### config.mk
export PLATFORM = sky130hd
export DESIGN_NAME = function_output_sequencer_unit
export DESIGN_NICKNAME = d
export VERILOG_FILES = /design/src/sv/fos_pkg.sv /design/src/sv/fos_front.sv /design/src/sv/fos_back.sv /design/src/sv/function_output_sequencer_unit.sv
export SDC_FILE = /design/constraint.sdc
export NUM_CORES = 2
export LEC_CHECK = 0
export ABC_AREA = 0
export BUFFER_PORTS_ARGS = -buffer_cell sky130_fd_sc_hd__buf_4
export CAP_MARGIN = 20
export CORE_MARGIN = 1
export CORE_UTILIZATION = 50
export CTS_BUF_LIST = sky130_fd_sc_hd__clkbuf_8
export CTS_CLUSTER_SIZE = 10
export DETAILED_ROUTE_END_ITERATION = 16
export PLACE_DENSITY = 0.75
export SETUP_SLACK_MARGIN = 0.5
export SLEW_MARGIN = 25
export SYNTH_ARGS = -nofsm -noshare
export SYNTH_HDL_FRONTEND = slang
export SYNTH_SLANG_ARGS = --single-unit
### constraint.sdc
create_clock -name clk -period 9.9 [get_ports clk]
set_input_delay 0.99 -clock clk [delete_from_list [all_inputs] [get_ports clk]]
set_output_delay 0.99 -clock clk [all_outputs]
set_load 0.05 [all_outputs]
### src/sv/fos_pkg.sv
// shared types and constants for the function output sequencer
`timescale 1ns / 1ps
`default_nettype none
package fos_pkg;
  localparam logic [1:0] CMD_PACKET = 2'd0;
  localparam logic [1:0] CMD_CV = 2'd1;
  localparam logic [1:0] CMD_TICK = 2'd2;
  localparam logic [1:0] CMD_NONE = 2'd3;

  localparam logic [2:0] MODE_ONOFF = 3'd0;
  localparam logic [2:0] MODE_BLINK = 3'd1;
  localparam logic [2:0] MODE_SERVO = 3'd2;
  localparam logic [2:0] MODE_PAIR = 3'd3;
  localparam logic [2:0] MODE_MAX = 3'd7;

  localparam logic [2:0] CV_MODE = 3'd0;
  localparam logic [2:0] CV_RATE = 3'd1;
  localparam logic [2:0] CV_START = 3'd2;
  localparam logic [2:0] CV_END = 3'd3;

  localparam logic [7:0] GRP_MASK = 8'hE0;
  localparam logic [7:0] GRP_F0 = 8'h80;
  localparam logic [7:0] GRP_F5 = 8'hA0;
  localparam logic [7:0] FB_F13 = 8'hDE;
  localparam logic [7:0] FB_F21 = 8'hDF;
  localparam logic [7:0] NIB_MASK = 8'h0F;

  localparam int NFUNCS = 29;
  localparam int MAX_SERVO_WRITES = 3;

  typedef enum logic [1:0] {
    OP_NONE,
    OP_PACKET,
    OP_CV,
    OP_TICK
  } op_t;

  typedef struct packed {
    op_t op;
    logic [28:0] nb;
    logic [4:0] lo;
    logic [4:0] hi;
    logic [7:0] cv_o;
    logic [2:0] cv_k;
    logic [7:0] cv_data;
  } job_t;

  typedef enum logic [1:0] {
    ST_IDLE,
    ST_RUN,
    ST_STATUS
  } state_t;

  function automatic logic [2:0] dflt_mode(input int i);
    case (i)
      0, 1, 2, 3: dflt_mode = MODE_SERVO;
      8, 9: dflt_mode = MODE_BLINK;
      10: dflt_mode = MODE_PAIR;
      default: dflt_mode = MODE_ONOFF;
    endcase
  endfunction

  function automatic logic [7:0] dflt_start(input int i);
    case (i)
      0, 1, 2, 3, 4, 5, 7: dflt_start = 8'd28;
      8, 9, 10, 11, 12: dflt_start = 8'd1;
      default: dflt_start = 8'd0;
    endcase
  endfunction

  function automatic logic [7:0] dflt_end(input int i);
    if (i < 8) dflt_end = 8'd140;
    else if (i < 12) dflt_end = 8'd50;
    else if (i == 12) dflt_end = 8'd4;
    else dflt_end = 8'd0;
  endfunction
endpackage
`default_nettype wire

### src/sv/fos_front.sv
// front end: accepts words, decodes packet group and cv slot
`timescale 1ns / 1ps
`default_nettype none
module fos_front import fos_pkg::*; (
  input wire clk,
  input wire rst,
  input wire in_valid,
  output logic in_ready,
  input wire [1:0] cmd,
  input wire [7:0] func_byte,
  input wire [7:0] ext_byte,
  input wire [7:0] cv_number,
  input wire [7:0] cv_data,
  output logic q_valid,
  input wire q_ready,
  output job_t q_job
);
  localparam int QD = 2;
  job_t q [QD];
  logic [0:0] wp, rp;
  logic [1:0] cnt;
  job_t j;
  logic [7:0] off;
  logic [7:0] g;
  logic [15:0] prod;
  logic [7:0] quo;
  logic [7:0] rem;

  always_comb begin
    j = '0;
    g = func_byte & GRP_MASK;
    off = cv_number - 8'd30;
    // divide by five through a reciprocal multiply
    prod = 16'(off) * 16'd205;
    quo = {2'b00, prod[15:10]};
    rem = off - {quo[5:0], 2'b00} - quo;
    case (cmd)
      CMD_PACKET: begin
        j.op = OP_PACKET;
        if (g == GRP_F0) begin
          j.nb = {24'd0, func_byte[3:0], func_byte[4]};
          j.lo = 5'd0; j.hi = 5'd4;
        end else if (g == GRP_F5) begin
          if (func_byte[4]) begin
            j.nb = {20'd0, func_byte[3:0], 5'd0};
            j.lo = 5'd5; j.hi = 5'd8;
          end else begin
            j.nb = {16'd0, func_byte[3:0], 9'd0};
            j.lo = 5'd9; j.hi = 5'd12;
          end
        end else if (func_byte == FB_F13) begin
          j.nb = {8'd0, ext_byte, 13'd0};
          j.lo = 5'd13; j.hi = 5'd20;
        end else if (func_byte == FB_F21) begin
          j.nb = {ext_byte, 21'd0};
          j.lo = 5'd21; j.hi = 5'd28;
        end else begin
          j.op = OP_NONE;
        end
      end
      CMD_CV: begin
        j.op = (cv_number < 8'd30) ? OP_NONE : OP_CV;
        j.cv_o = quo;
        j.cv_k = rem[2:0];
        j.cv_data = cv_data;
      end
      CMD_TICK: j.op = OP_TICK;
      default: j.op = OP_NONE;
    endcase
  end

  assign in_ready = cnt != 2'(QD);
  assign q_valid = cnt != 2'd0;
  assign q_job = q[rp];

  always_ff @(posedge clk) begin
    if (in_valid && in_ready) q[wp] <= j;
    if (rst) begin
      wp <= '0; rp <= '0; cnt <= '0;
    end else begin
      if (in_valid && in_ready) wp <= wp + 1'b1;
      if (q_valid && q_ready) rp <= rp + 1'b1;
      cnt <= cnt + 2'(in_valid && in_ready) - 2'(q_valid && q_ready);
    end
  end
endmodule
`default_nettype wire

### src/sv/fos_back.sv
// back end: walks outputs one per cycle while not stalled and emits result words
`timescale 1ns / 1ps
`default_nettype none
module fos_back import fos_pkg::*; #(
  parameter int NUM_OUTPUTS = 12,
  parameter int SLOW_LIMIT = 3
) (
  input wire clk,
  input wire rst,
  input wire q_valid,
  output logic q_ready,
  input job_t q_job,
  output logic out_valid,
  input wire out_ready,
  output logic kind,
  output logic [3:0] servo_index,
  output logic [7:0] servo_position,
  output logic [11:0] pin_levels,
  output logic [11:0] servo_attached,
  output logic last
);
  localparam int NO = NUM_OUTPUTS;

  state_t state, state_next;
  job_t job;
  logic [4:0] idx;
  logic [NFUNCS-1:0] fbits;
  logic [2:0] mode [NO];
  logic [7:0] rate [NO];
  logic [7:0] strt [NO];
  logic [7:0] endv [NO];
  logic [NO-1:0] act, pin, att;
  logic signed [8:0] step [NO];
  logic [7:0] lol [NO];
  logic [7:0] hil [NO];
  logic [9:0] pos [NO];
  logic [3:0] slow;
  logic [1:0] nw;

  logic [11:0] pins12, att12;
  always_comb begin
    pins12 = '0; att12 = '0;
    for (int i = 0; i < NO && i < 12; i++) begin
      pins12[i] = pin[i]; att12[i] = att[i];
    end
  end

  // per-cycle work for output idx
  logic [4:0] i5;
  logic [$clog2(NO+1)-1:0] ii;
  logic in_rng, in_rng1;
  logic [2:0] m;
  logic b;
  logic signed [11:0] ps;
  logic [9:0] psat;
  logic emit_w;
  logic [7:0] emit_p;
  logic done_pkt, skip_pair;

  always_comb begin
    i5 = idx;
    ii = i5 < 5'(NO) ? i5[$bits(ii)-1:0] : '0;
    in_rng = i5 < 5'(NO);
    in_rng1 = (i5 + 5'd1) < 5'(NO);
    m = mode[ii];
    b = job.nb[i5];
    ps = $signed({2'b0, pos[ii]}) + 12'(step[ii]);
    psat = ps < 0 ? 10'd0 : (ps > 12'sd1023 ? 10'd1023 : ps[9:0]);
  end

  // combinational next-state for output work
  logic [NFUNCS-1:0] fbits_n;
  logic [NO-1:0] act_n, pin_n, att_n;
  logic signed [8:0] step_n;
  logic [7:0] lol_n, hil_n;
  logic [9:0] pos_n;
  logic [3:0] slow_n;
  logic wr_o;
  logic [4:0] idx_n;
  logic signed [11:0] p;

  always_comb begin
    fbits_n = fbits; act_n = act; pin_n = pin; att_n = att;
    step_n = step[ii]; lol_n = lol[ii]; hil_n = hil[ii]; pos_n = pos[ii];
    slow_n = slow; wr_o = 1'b0; emit_w = 1'b0; emit_p = '0;
    done_pkt = 1'b0; skip_pair = 1'b0; p = '0;
    idx_n = idx + 5'd1;
    if (job.op == OP_PACKET) begin
      if (b != fbits[i5]) begin
        fbits_n[i5] = b;
        if (!in_rng) done_pkt = 1'b1;
        else begin
          wr_o = 1'b1;
          case (m)
            MODE_ONOFF: begin pin_n[ii] = b; act_n[ii] = 1'b0; end
            MODE_BLINK, MODE_PAIR: begin
              if (b) begin
                act_n[ii] = 1'b1; step_n = $signed({1'b0, rate[ii]});
                lol_n = strt[ii]; hil_n = endv[ii];
                pin_n[ii] = strt[ii] != 8'd0;
                if (m == MODE_PAIR && in_rng1) pin_n[ii+1] = strt[ii] == 8'd0;
                pos_n = '0;
              end else begin
                act_n[ii] = 1'b0; pin_n[ii] = 1'b0;
                if (m == MODE_PAIR && in_rng1) pin_n[ii+1] = 1'b0;
              end
            end
            MODE_SERVO: begin
              if (!act[ii]) begin act_n[ii] = 1'b1; att_n[ii] = 1'b1; end
              step_n = b ? $signed({1'b0, rate[ii]}) : -$signed({1'b0, rate[ii]});
              hil_n = b ? endv[ii] : strt[ii];
            end
            default: act_n[ii] = 1'b0;
          endcase
        end
      end
      if (i5 >= job.hi) done_pkt = 1'b1;
    end else if (job.op == OP_TICK && act[ii]) begin
      case (m)
        MODE_BLINK, MODE_PAIR: begin
          wr_o = 1'b1;
          pos_n = psat;
          if ({2'b0, psat} > {4'b0, hil[ii]}) begin
            if (m == MODE_PAIR && in_rng1) pin_n[ii+1] = lol[ii] != 8'd0;
            lol_n = (lol[ii] != 8'd0) ? 8'd0 : 8'd1;
            pin_n[ii] = lol[ii] == 8'd0;
            pos_n = '0;
          end
          if (m == MODE_PAIR) skip_pair = 1'b1;
        end
        MODE_SERVO: begin
          if (nw < 2'(MAX_SERVO_WRITES)) begin
            if (slow > 4'(SLOW_LIMIT)) begin
              wr_o = 1'b1;
              p = ps;
              if (step[ii] > 0 && p > $signed({4'b0, hil[ii]})) begin
                p = {4'b0, hil[ii]}; act_n[ii] = 1'b0; att_n[ii] = 1'b0;
              end
              if (step[ii] < 0 && p < $signed({4'b0, lol[ii]})) begin
                p = {4'b0, lol[ii]}; act_n[ii] = 1'b0; att_n[ii] = 1'b0;
              end
              pos_n = p < 0 ? 10'd0 : (p > 12'sd1023 ? 10'd1023 : p[9:0]);
              slow_n = '0;
              emit_w = 1'b1;
              emit_p = pos_n > 10'd255 ? 8'd255 : pos_n[7:0];
            end else slow_n = slow + 4'd1;
          end
        end
        default: ;
      endcase
    end
    if (skip_pair) idx_n = idx + 5'd2;
  end

  logic run_done;
  always_comb begin
    run_done = 1'b0;
    if (job.op == OP_PACKET) run_done = done_pkt;
    else if (job.op == OP_TICK) run_done = idx_n >= 5'(NO);
    else run_done = 1'b1;
  end

  // output register
  logic ob_full, stall, ob_load;
  assign stall = ob_full && !out_ready;
  assign out_valid = ob_full;
  assign ob_load = !stall && ((state == ST_RUN && emit_w) || state == ST_STATUS);

  always_comb begin
    state_next = state;
    q_ready = 1'b0;
    case (state)
      ST_IDLE: begin
        q_ready = 1'b1;
        if (q_valid) state_next = ST_RUN;
      end
      ST_RUN: if (!stall && run_done) state_next = ST_STATUS;
      ST_STATUS: if (!stall) state_next = ST_IDLE;
      default: state_next = ST_IDLE;
    endcase
  end

  always_ff @(posedge clk) begin
    if (rst) state <= ST_IDLE;
    else state <= state_next;
  end

  always_ff @(posedge clk) begin
    if (rst) begin
      fbits <= '0; act <= '0; pin <= '0; att <= '0; slow <= '0;
      ob_full <= 1'b0; nw <= '0; idx <= '0;
      for (int i = 0; i < NO; i++) begin
        mode[i] <= dflt_mode(i); rate[i] <= 8'd1;
        strt[i] <= dflt_start(i); endv[i] <= dflt_end(i);
        step[i] <= '0; lol[i] <= '0; hil[i] <= '0; pos[i] <= '0;
      end
    end else begin
      ob_full <= ob_load || (ob_full && !out_ready);
      case (state)
        ST_IDLE: if (q_valid) begin
          job <= q_job; nw <= '0;
          idx <= (q_job.op == OP_PACKET) ? q_job.lo : 5'd0;
        end
        ST_RUN: if (!stall) begin
          if (job.op == OP_CV) begin
            if (job.cv_o < 8'(NO)) begin
              case (job.cv_k)
                CV_MODE: mode[job.cv_o[$bits(ii)-1:0]] <=
                        job.cv_data > 8'(MODE_MAX) ? MODE_MAX : job.cv_data[2:0];
                CV_RATE: rate[job.cv_o[$bits(ii)-1:0]] <= job.cv_data;
                CV_START: strt[job.cv_o[$bits(ii)-1:0]] <= job.cv_data;
                CV_END: endv[job.cv_o[$bits(ii)-1:0]] <= job.cv_data;
                default: ;
              endcase
            end
          end else if (job.op != OP_NONE) begin
            fbits <= fbits_n; act <= act_n; pin <= pin_n; att <= att_n;
            slow <= slow_n;
            if (wr_o) begin
              step[ii] <= step_n; lol[ii] <= lol_n; hil[ii] <= hil_n;
              pos[ii] <= pos_n;
            end
            idx <= idx_n;
            if (emit_w) begin
              nw <= nw + 2'd1;
              kind <= 1'b0; servo_index <= ii[3:0]; servo_position <= emit_p;
              pin_levels <= '0; servo_attached <= '0; last <= 1'b0;
            end
          end
        end
        ST_STATUS: if (!stall) begin
          kind <= 1'b1; servo_index <= '0; servo_position <= '0;
          pin_levels <= pins12; servo_attached <= att12; last <= 1'b1;
        end
        default: ;
      endcase
    end
  end
endmodule
`default_nettype wire

### src/sv/function_output_sequencer_unit.sv
// top level of the function output sequencer
// input channel: in_valid/in_ready with cmd, func_byte, ext_byte, cv_number
//   and cv_data; cmd selects function packet, cv write or tick
// output channel: out_valid/out_ready carrying kind, servo_index,
//   servo_position, pin_levels, servo_attached and last
// each word answers with up to three servo writes (tick only) and then
//   one status word with last set
// a two-deep queue sits between the decoder and the output engine, so
//   words are taken while the engine is busy
// the engine visits one output per cycle while the receiver does not stall:
//   a tick walks up to NUM_OUTPUTS outputs, a packet its examined function
//   bits, and a cv write updates one table entry
// a stalled receiver holds the output register and freezes the engine
// reset restores the default output tables and clears all levels
`timescale 1ns / 1ps
`default_nettype none
module function_output_sequencer_unit import fos_pkg::*; #(
  parameter int NUM_OUTPUTS = 12,
  parameter int SLOW_LIMIT = 3
) (
  input wire clk,
  input wire rst,
  input wire in_valid,
  output logic in_ready,
  input wire [1:0] cmd,
  input wire [7:0] func_byte,
  input wire [7:0] ext_byte,
  input wire [7:0] cv_number,
  input wire [7:0] cv_data,
  output logic out_valid,
  input wire out_ready,
  output logic kind,
  output logic [3:0] servo_index,
  output logic [7:0] servo_position,
  output logic [11:0] pin_levels,
  output logic [11:0] servo_attached,
  output logic last
);
  logic q_valid, q_ready;
  job_t q_job;

  fos_front u_front (
    .clk, .rst, .in_valid, .in_ready, .cmd, .func_byte, .ext_byte,
    .cv_number, .cv_data, .q_valid, .q_ready, .q_job
  );

  fos_back #(.NUM_OUTPUTS(NUM_OUTPUTS), .SLOW_LIMIT(SLOW_LIMIT)) u_back (
    .clk, .rst, .q_valid, .q_ready, .q_job, .out_valid, .out_ready, .kind,
    .servo_index, .servo_position, .pin_levels, .servo_attached, .last
  );
endmodule
`default_nettype wire
==> results.json <==
{
  "post_cts_buffers": 0,
  "setup_slack_ns": 0.9182,
  "cpLargestDelayFamily": "simple AND/OR/NAND/NOR gates",
  "synth_area_sq_mm": 0.04993,
  "critPathMaxFanout": 12,
  "crit-reg2reg-launch": "u_back.i5[4]",
  "grt_overflow": 0,
  "dieArea_sq_mm": 0.1011,
  "finalCriticalPeriod_ns": 8.982,
  "postCtsHoldBufs": 0,
  "end_kind": "flop",
  "synth_warnings": 0,
  "synth_top_cell_by_area": "edfxtp_1",
  "required_ns": 10.67,
  "die_h_um": 318,
  "syn2layout_area_growth_pct": 10.47,
  "ios": 78,
  "min_path_type": "input pin to flop",
  "n_fill_cell": 8169,
  "syn_inst": 4374,
  "arrival_ns": 9.75,
  "hp-start": "cv_data[7]",
  "report.final.hold_viol_count": 0,
  "ys_ff_latch": 1026,
  "drive_gt1_share_pct": 15.49,
  "core.rowCount": 115,
  "port_buffers": 77,
  "wl_mm": 157.0,
  "synth.avg_cell_area_sq_um": 11.41,
  "avgRoutedWirePerCell_um": 26.86,
  "grt_max_degree": 73,
  "clkTransAtPathRegs_ns": 0.06,
  "fin_nets": 4568,
  "synth.distinct_cells": 105,
  "maxCapViolations": 0,
  "numCtsBuffers": 165,
  "grt_usage_pct": 30.45,
  "critPathKind": "flop to flop",
  "tns_ns": 0,
  "root_buffer": "clkbuf_8",
  "fmax_mhz": 111.3,
  "synth_top_area_share_pct": 56.66,
  "dr.first_iter.drc_count": 5589,
  "dr.pass1.iters": 8,
  "slowest_delay_ns": 0.79,
  "crit_path_top_delay_cell": "or4b_2",
  "async_reset_ff_share_pct": 0,
  "htreeDepth": 4,
  "synth_common_cells": "edfxtp_1, nor2_1, and2_1, nand3_1, clkbuf_1",
  "power_density_mw_per_mm2": 258.4,
  "rsz0062_at_grt": "no",
  "setup_violations": 0,
  "start_kind": "flop",
  "yosysMostFrequentCell": "edfxtp_1",
  "clk_path_buf_depth": 3,
  "tightest_slew_ns": 1.164,
  "syn_nets": 4523,
  "die_x_um": 318,
  "insertion_delay_ns": 0.88,
  "cts_tree": "yes",
  "first_global_vias": 37171,
  "hold_depth": 2,
  "drtAntennaViolNets": 0,
  "clock-sinks": 1026,
  "whs_endpoint": "u_front.q[0][7]",
  "power.static_leakage_nw": 19.03,
  "start_util_pct": 50.58,
  "place_ws_ns": 0.6906,
  "synth_edf_count": 942,
  "r2r_slack_ns": 0.92,
  "gp_congestion": 0.9903,
  "worst-path-buf-inv": 2,
  "synth_ff_type": "edfxtp_1",
  "route.detailed.drc": 0,
  "via_per_inst": 6.535,
  "ir_drop_mv": 0.2289,
  "coreArea_sq_mm": 0.09871,
  "skew_ns": 0.05162,
  "vias": 38204,
  "grt_pass1_wl_mm": 231.6,
  "max_slew_margin_pct": 22.38,
  "min_period_over_period_pct": 90.73,
  "hpwl_mm": 97.22,
  "status": "completed",
  "ys_top_cells_by_area": "edfxtp_1, nor2_1, and2_1",
  "antenna_found_initial": 5,
  "slew_viol_final": 0,
  "r2r_cells": 29,
  "synth.yosys.seq_area_share_pct": 60.02
}
cells by family after synthesis:
family | synth area share, %
AND/OR/NAND/NOR | 17.91
flip-flops | 60.02
AO/OA/AOI/OAI | 11.18
buffers and inverters | 3.792
multiplexers | 3.508
adder cells (fa/ha/maj) | 2.977
XOR/XNOR | 0.6115
per-stage QoR:
| step | hold WS, ns | util (%) | area (sq um) | cells | power (mW) |
|---|---|---|---|---|---|
| 3_3_place_gp | 0.4525 | 52.62 | 51940 | 5539 | 10.49 |
| 4_1_cts | 0.3875 | 55.82 | 55090 | 5844 | 14.03 |
| 6_report | 0.4344 | 55.88 | 55160 | 5846 | 14.25 |
| 2_1_floorplan | 0.4437 | - | 49930 | 4374 | 8.740 |
| 5_1_grt | 0.4182 | 55.88 | 55150 | 5845 | 14.78 |
| 3_5_place_dp | 0.4588 | 52.62 | 51940 | 5539 | 10.54 |
worst register-to-register path, delay by kind of cell (launching register included):
family | cells | cell delay [ns]
adder cells (fa/ha/maj) | 3 | 0.87
buffers and inverters | 2 | 0.38
AND/OR/NAND/NOR | 11 | 3.34
AO/OA/AOI/OAI | 11 | 3.08
flip-flops | 1 | 0.71
multiplexers | 1 | 0.19
XOR/XNOR | 1 | 0.36
worst max-delay path by stage:
stage / from / endpoint / slack, ns / depth (start not counted)
2_1_floorplan: u_back.i5[4] / u_back.pos[4][4] / 1.89 / 40
3_3_place_gp: u_back.i5[3] / u_back.pos[10][5] / 0.74 / 30
6_report: u_back.i5[4] / flop / 0.92 / 29
4_1_cts: u_back.i5[3] / u_back.pos[10][4] / 0.65 / 30
3_5_place_dp: u_back.i5[3] / u_back.pos[10][4] / 0.69 / 30
5_1_grt: u_back.i5[4] / u_back.pos[9][4] / 0.58 / 33
cell usage in the layout (no fill, tap or decap), types with 18 or more instances in the layout:
| cell type | n |
|---|---|
| a211oi_1 | 18 |
| a21o_1 | 22 |
| a21oi_1 | 172 |
| a22oi_1 | 57 |
| a31oi_1 | 20 |
| a41oi_1 | 38 |
| and2_1 | 273 |
| buf_4 | 236 |
| clkbuf_8 | 168 |
| clkinv_1 | 53 |
| clkinv_2 | 21 |
| dfxtp_1 | 79 |
| edfxtp_1 | 942 |
| ha_1 | 97 |
| inv_1 | 122 |
| mux2_2 | 76 |
| mux2i_1 | 57 |
| nand2_1 | 130 |
| nand2b_1 | 29 |
| nand3_1 | 224 |
| nand4_1 | 72 |
| nor2_1 | 606 |
| nor2b_1 | 33 |
| nor3_1 | 111 |
| o211ai_1 | 19 |
| o21ai_0 | 185 |
| o22ai_1 | 143 |
| or2_2 | 47 |
| or3_1 | 99 |
what timing repair did:
item	in CTS	in global routing
gates resized for setup	0	7
endpoints found under the setup margin	0	74
hold endpoints to repair	0	0
state kept, by name, summed over array words and instances (netlist names), 36 cells and up, named ones only:
name,cells
u_back.pos,120
u_front.q,110
u_back.step,108
u_back.endv,96
u_back.hil,96
u_back.lol,96
u_back.rate,96
u_back.strt,96
u_back.job,51
u_back.mode,36
layer usage:
metal | share of wire, % | global-route usage [%] | vias up
met5 | 0.044 | 0.2837 | -
met4 | 6.3 | 17.62 | 6
met3 | 12 | 6.834 | 618
met2 | 45 | 46.92 | 2704
met1 | 37 | 39.65 | 18513
li1 | - | - | 16363
power breakdown:
group | total, mW | switching (mW) | internal [mW]
logic | 5.55 | 3.89 | 1.66
clock network | 3.54 | 1.77 | 1.77
registers | 5.16 | 0.112 | 5.05
total | 14.3 | 5.78 | 8.47
area by class of cell:
class / instances / area [sq um] / area share [%]
antenna: 2 / 5.005 / 0.009074
clock buffer: 168 / 2312 / 4.192
tap: 1287 / 1610 / 2.919
sequential: 1026 / 29980 / 54.35
multi-input combinational: 2904 / 18280 / 33.15
inverter: 84 / 315.3 / 0.5716
timing repair buffer: 238 / 1812 / 3.285
clock inverter: 137 / 840.8 / 1.524
No activity file was read; power rests on OpenSTA's default activity.
